### src/rtl/rgbhsv_pkg.sv
// Shared widths, constants and types for the RGB to HSV pixel converter.
package rgbhsv_pkg;

    localparam int CH_W        = 8;
    localparam int HUE_W       = 9;
    localparam int SAT_W       = 7;
    localparam int SUM_W       = 10;
    localparam int REM_W       = 15;
    localparam int Q_W         = 7;
    localparam int DIV_STAGES  = Q_W;
    localparam int LATENCY     = DIV_STAGES + 3;

    localparam int HUE_MUL     = 60;
    localparam int SAT_MUL     = 100;
    localparam int THIRD_MUL   = 43691;
    localparam int THIRD_SHIFT = 17;
    localparam int GRAY_PROD_W = SUM_W + THIRD_SHIFT;

    localparam int HUE_FULL    = 360;
    localparam int HUE_GREEN   = 120;
    localparam int HUE_BLUE    = 240;
    localparam int SAT_FULL    = 100;

    typedef enum logic [1:0] {
        SECT_RED,
        SECT_GREEN,
        SECT_BLUE
    } sector_t;

    typedef struct packed {
        sector_t            sector;
        logic               neg;
        logic               flat;
        logic [CH_W-1:0]    val;
        logic [CH_W-1:0]    gray;
        logic [CH_W-1:0]    dh;
        logic [REM_W-1:0]   rem_h;
        logic [Q_W-1:0]     q_h;
        logic [REM_W-1:0]   rem_s;
        logic [Q_W-1:0]     q_s;
    } div_stage_t;

endpackage

### src/rtl/rgb_to_hsv_pixel.sv
// Pipelined RGB to HSV pixel converter with channel maximum and grey level.
// A request taken with start gives its result with done high after two front stages,
// seven divider stages and one output stage.
// Throughput: one request per clock; busy is always low and the receiver cannot stall.
// The two quotients come from restoring dividers that resolve one quotient bit per stage.
// Reset clears the valid bits of the pipeline and done; data registers are not reset.
module rgb_to_hsv_pixel
    import rgbhsv_pkg::*;
(
    input  logic              clk,
    input  logic              rst_n,
    input  logic              start,
    output logic              busy,
    input  logic [CH_W-1:0]   red_in,
    input  logic [CH_W-1:0]   green_in,
    input  logic [CH_W-1:0]   blue_in,
    output logic              done,
    output logic [HUE_W-1:0]  hue_deg,
    output logic [SAT_W-1:0]  sat_pct,
    output logic [CH_W-1:0]   val_max,
    output logic [CH_W-1:0]   gray_avg
);

    logic                   s1_valid_reg;
    sector_t                s1_sector_reg, s1_sector_next;
    logic                   s1_neg_reg, s1_neg_next;
    logic [CH_W-1:0]        s1_mag_reg, s1_mag_next;
    logic [CH_W-1:0]        s1_d_reg, s1_d_next;
    logic [CH_W-1:0]        s1_max_reg, s1_max_next;
    logic [SUM_W-1:0]       s1_sum_reg, s1_sum_next;

    logic [DIV_STAGES:0]    v_reg;
    div_stage_t             st_reg  [0:DIV_STAGES];
    div_stage_t             st_next [0:DIV_STAGES];

    logic                   done_reg;
    logic [HUE_W-1:0]       hue_reg, hue_next;
    logic [SAT_W-1:0]       sat_reg, sat_next;
    logic [CH_W-1:0]        val_reg;
    logic [CH_W-1:0]        gray_reg;

    logic [GRAY_PROD_W-1:0] third_prod;

    assign busy = 1'b0;

    // Front stage: sector and value of the maximum, spread, signed hue difference, sum.
    always_comb
    begin
        logic [CH_W-1:0] mn;
        logic [CH_W-1:0] a;
        logic [CH_W-1:0] b;
        if (red_in >= green_in && red_in >= blue_in)
        begin
            s1_sector_next = SECT_RED;
            s1_max_next    = red_in;
            a              = green_in;
            b              = blue_in;
        end
        else if (green_in >= blue_in)
        begin
            s1_sector_next = SECT_GREEN;
            s1_max_next    = green_in;
            a              = blue_in;
            b              = red_in;
        end
        else
        begin
            s1_sector_next = SECT_BLUE;
            s1_max_next    = blue_in;
            a              = red_in;
            b              = green_in;
        end
        mn = red_in;
        if (green_in < mn)
        begin
            mn = green_in;
        end
        if (blue_in < mn)
        begin
            mn = blue_in;
        end
        s1_d_next   = s1_max_next - mn;
        s1_neg_next = (a < b);
        s1_mag_next = s1_neg_next ? (b - a) : (a - b);
        s1_sum_next = SUM_W'(red_in) + SUM_W'(green_in) + SUM_W'(blue_in);
    end

    assign third_prod = GRAY_PROD_W'(s1_sum_reg) * GRAY_PROD_W'(THIRD_MUL);

    // Second stage: scaled numerators, grey, flat flag; one quotient bit per divider stage.
    always_comb
    begin
        logic [REM_W-1:0] sh_h;
        logic [REM_W-1:0] sh_s;
        st_next[0].sector = s1_sector_reg;
        st_next[0].neg    = s1_neg_reg;
        st_next[0].flat   = (s1_d_reg == '0);
        st_next[0].val    = s1_max_reg;
        st_next[0].gray   = third_prod[THIRD_SHIFT +: CH_W];
        st_next[0].dh     = s1_d_reg;
        st_next[0].rem_h  = REM_W'(s1_mag_reg) * REM_W'(HUE_MUL);
        st_next[0].q_h    = '0;
        st_next[0].rem_s  = REM_W'(s1_d_reg) * REM_W'(SAT_MUL);
        st_next[0].q_s    = '0;
        for (int k = 0; k < DIV_STAGES; k++)
        begin
            st_next[k+1] = st_reg[k];
            sh_h = REM_W'(st_reg[k].dh) << (Q_W - 1 - k);
            sh_s = REM_W'(st_reg[k].val) << (Q_W - 1 - k);
            if (st_reg[k].rem_h >= sh_h)
            begin
                st_next[k+1].rem_h            = st_reg[k].rem_h - sh_h;
                st_next[k+1].q_h[Q_W - 1 - k] = 1'b1;
            end
            if (st_reg[k].rem_s >= sh_s)
            begin
                st_next[k+1].rem_s            = st_reg[k].rem_s - sh_s;
                st_next[k+1].q_s[Q_W - 1 - k] = 1'b1;
            end
        end
    end

    // Output stage: sector base hue, ceiling quotient for negative green or blue deltas.
    always_comb
    begin
        logic [HUE_W-1:0] q;
        logic [HUE_W-1:0] rnz;
        q   = HUE_W'(st_reg[DIV_STAGES].q_h);
        rnz = HUE_W'(st_reg[DIV_STAGES].rem_h != '0);
        case (st_reg[DIV_STAGES].sector)
            SECT_RED:
            begin
                if (!st_reg[DIV_STAGES].neg || q == '0)
                begin
                    hue_next = q;
                end
                else
                begin
                    hue_next = HUE_W'(HUE_FULL) - q;
                end
            end
            SECT_GREEN:
            begin
                hue_next = st_reg[DIV_STAGES].neg ? HUE_W'(HUE_GREEN) - q - rnz
                                                  : HUE_W'(HUE_GREEN) + q;
            end
            SECT_BLUE:
            begin
                hue_next = st_reg[DIV_STAGES].neg ? HUE_W'(HUE_BLUE) - q - rnz
                                                  : HUE_W'(HUE_BLUE) + q;
            end
            default:
            begin
                hue_next = '0;
            end
        endcase
        sat_next = st_reg[DIV_STAGES].q_s;
        if (st_reg[DIV_STAGES].flat)
        begin
            hue_next = '0;
            sat_next = '0;
        end
    end

    always_ff @(posedge clk or negedge rst_n)
    begin
        if (!rst_n)
        begin
            s1_valid_reg <= 1'b0;
            v_reg        <= '0;
            done_reg     <= 1'b0;
        end
        else
        begin
            s1_valid_reg <= start;
            v_reg        <= {v_reg[DIV_STAGES-1:0], s1_valid_reg};
            done_reg     <= v_reg[DIV_STAGES];
        end
    end

    always_ff @(posedge clk)
    begin
        s1_sector_reg <= s1_sector_next;
        s1_neg_reg    <= s1_neg_next;
        s1_mag_reg    <= s1_mag_next;
        s1_d_reg      <= s1_d_next;
        s1_max_reg    <= s1_max_next;
        s1_sum_reg    <= s1_sum_next;
        for (int k = 0; k <= DIV_STAGES; k++)
        begin
            st_reg[k] <= st_next[k];
        end
        hue_reg  <= hue_next;
        sat_reg  <= sat_next;
        val_reg  <= st_reg[DIV_STAGES].val;
        gray_reg <= st_reg[DIV_STAGES].gray;
    end

    assign done     = done_reg;
    assign hue_deg  = hue_reg;
    assign sat_pct  = sat_reg;
    assign val_max  = val_reg;
    assign gray_avg = gray_reg;

endmodule

### config.mk
export PLATFORM = sky130hd
export DESIGN_NAME = rgb_to_hsv_pixel
export DESIGN_NICKNAME = d
export VERILOG_FILES = /design/src/rtl/rgbhsv_pkg.sv /design/src/rtl/rgb_to_hsv_pixel.sv
export SDC_FILE = /design/constraint.sdc
export NUM_CORES = 1
export LEC_CHECK = 0
export BUFFER_PORTS_ARGS = -buffer_cell sky130_fd_sc_hd__buf_2
export CAP_MARGIN = 10
export CORE_UTILIZATION = 51
export CTS_CLUSTER_SIZE = 10
export DETAILED_ROUTE_END_ITERATION = 16
export PLACE_DENSITY = 0.7
export SLEW_MARGIN = 25
export SYNTH_ARGS = -nofsm -noshare
export SYNTH_HDL_FRONTEND = slang
export SYNTH_SLANG_ARGS = --single-unit
### constraint.sdc
create_clock -name clk -period 3.99 [get_ports clk]
set_input_delay 0 -clock clk [delete_from_list [all_inputs] [get_ports clk]]
set_output_delay 0 -clock clk [all_outputs]
set_load 0.05 [all_outputs]
==> reports/qor.yml <==
clkLatencyLatePin_ns: 0.61
hp-class: "input pin to flop"
viasPerCell: 5.16
setup_tns_ns: -1.43
crit_start: "s1_sum_reg[4]"
hold_viol: 0
boundaryPins: 61
setup_viol: 8
die_area_sq_mm: 0.0499
clock-root-buffer: "clkbuf_16"
r2r_start: "s1_sum_reg[4]"
h-tree-depth: 2
critPathSlowestCell: "fa_1"
rsz0062_at_grt: "yes"
cp_max_fo: 3
drt_iter0_drc: 779
min_path_cells: 4
reg2reg_depth: 16
async_reset_ff_share_pct: 1.86
worstHoldEndpoint: "s1_sum_reg[9]"
maxSlewViolCount: 0
hold_start: "red_in[7]"
status: "finished, violations left"
final_nets: 3125
portBuffers: 59
fp.dieW_um: 223
rr_endpoint: "st_reg[0][59]"
initial_core_util_pct: 52.0
syn_nets: 2871
drive_gt1_share_pct: 14.3
placementRows: 80
cp-end-kind: "flop"
grt-ovfl-total: 0
antenna_found_initial: 0
grt_pass1_vias: 17793
max_freq_mhz: 233
ys_warn_count: 0
setup_ws_ns: -0.294
finClkSkew_ns: 0.0121
die_h_um: 223
violations: "setup timing"
arrival_ns: 4.77
grt_use_total_pct: 19.1
layout_commonest_cell: "dfxtp_1"
route.detailed.drc: 0
cpPeakStageDelay_ns: 0.59
place_congestion: 0.898
synth-edff-count: 0
syn_avg_cell_area_sq_um: 10.1
synthCells: 2470
syn2layout_area_growth_pct: 17.1
clk_pin_slew_worst_paths_ns: 0.05
period_needed_ns: 4.28
core_sq_mm: 0.0480
vias: 17271
antennaDiodeCount: 0
crit_type: "flop to flop"
dr.pass1.iters: 5
routed_wl_mm: 47.0
drt-wirelength-per-cell_um: 14.0
grt_pass1_wl_mm: 79.5
maxCapViolCount: 0
worstPathCellList: "ha_4, fa_1, inv_2, fa_1, fa_1, inv_2, fa_1, ha_1, o21a_1, o21bai_4, a21oi_2, o211ai_1, a31oi_1, a21o_1, a21oi_2, xnor2_1"
startpoint_type: "flop"
final_cell_mix: "dfxtp_1, inv_1, ha_1"
synth-seq-area-share_pct: 43.2
cp.required_ns: 4.47
cts_made_buffers: 60
fin_util_pct: 60.9
min_period_over_period_pct: 107
grt_start_max_net_pins: 28
r2r_slack_ns: -0.29
largest_reg_flops: 458
ys.flop_type: "dfxtp_1"
cts_tree: "yes"
synth_cell_types: 79
post-dp-hpwl_mm: 36.6
slew_headroom_pct: 39.1
cp_common_cell: "fa_1"
ant_nets: 0
cts.sinks: 537
synth_area_sq_mm: 0.0250
ys_seq_elements: 537
tightest_slew_ns: 0.913
cts.path.max_buffers: 3
## metrics by stage
step	std cells	hold WS [ns]	worst slack [ns]	instance area (sq um)
2_1_floorplan	2470	-0.296	-0.117	25100
3_3_place_gp	3243	-0.140	-0.242	27000
3_5_place_dp	3243	-0.127	-0.304	27000
4_1_cts	3342	0.0248	-0.297	28900
5_1_grt	3349	0.0556	-0.545	29200
6_report	3349	0.0392	-0.294	29200
## how the worst max path moves through the flow
stage | slack (ns) | end
after global placement | -0.24 | st_reg[0][59]
after global routing | -0.55 | st_reg[0][59]
after floorplan | -0.12 | st_reg[0][59]
after detailed placement | -0.30 | st_reg[0][59]
after CTS | -0.30 | st_reg[0][59]
final | -0.29 | st_reg[0][59]
## layout make-up
cell class / count / area [sq um]
clock buffer: 67 / 1540
clock inverter: 5 / 80.1
multi-input combinational: 1589 / 13200
tap: 615 / 769
fill: 3962 / 18800
sequential: 537 / 10800
timing repair buffer: 230 / 1690
inverter: 306 / 1150
## cell usage after synthesis (20+ instances only)
master	number	area, sq um
nand4_1	24	150
nor2b_1	46	288
nand2_1	140	526
clkbuf_1	23	86.3
nor2_1	142	533
ha_1	302	3780
dfxtp_1	527	10600
nor3_1	30	150
nand2b_1	27	169
nand3_1	20	100
mux2_2	34	383
mux2i_1	44	440
o21ai_0	110	551
inv_1	306	1150
xnor2_1	87	762
o21a_1	23	173
a21oi_1	156	781
fa_1	72	1440
nor4_1	20	125
xor2_1	54	473
a21o_1	52	390
## cells by family (layout without fill, tap and decap cells)
logic type,count (synthesis),in the layout,share of synthesized area [%]
XOR/XNOR,142,142,5.04
adder cells (fa/ha/maj),374,374,20.9
AO/OA/AOI/OAI,480,480,12.0
buffers and inverters,344,608,5.29
flip-flops,537,537,43.2
AND/OR/NAND/NOR,514,514,10.3
other,1,1,0.0150
multiplexers,78,78,3.30
## metal layers
metal | vias up | wire length, um | global-route usage (%) | share of wire [%]
met4 | 0 | 1480 | 7.18 | 3.1
met3 | 121 | 1650 | 3.16 | 3.5
met1 | 8010 | 19900 | 21.6 | 42
met5 | - | 0 | 0 | 0
met2 | 301 | 24000 | 35.8 | 51
li1 | 8839 | - | - | -
## timing repair
action / 4_1_cts / 5_1_grt
gates resized for setup: 5 / 66
pin swaps: 3 / 26
endpoints found under the hold margin: 23 / 1
endpoints found under the setup margin: 8 / 17
buffers inserted: 2 / 7
hold buffers: 25 / 1
## critical path: cells and delay by family (launching register included)
kind | cells | cell delay, ns
AO/OA/AOI/OAI | 7 | 1.04
XOR/XNOR | 1 | 0.12
adder cells (fa/ha/maj) | 6 | 2.54
buffers and inverters | 2 | 0.12
flip-flops | 1 | 0.33
Power is left out: the tool's default activity adds up to more than one toggle a clock period on the data nets, which glitch-free logic cannot reach.
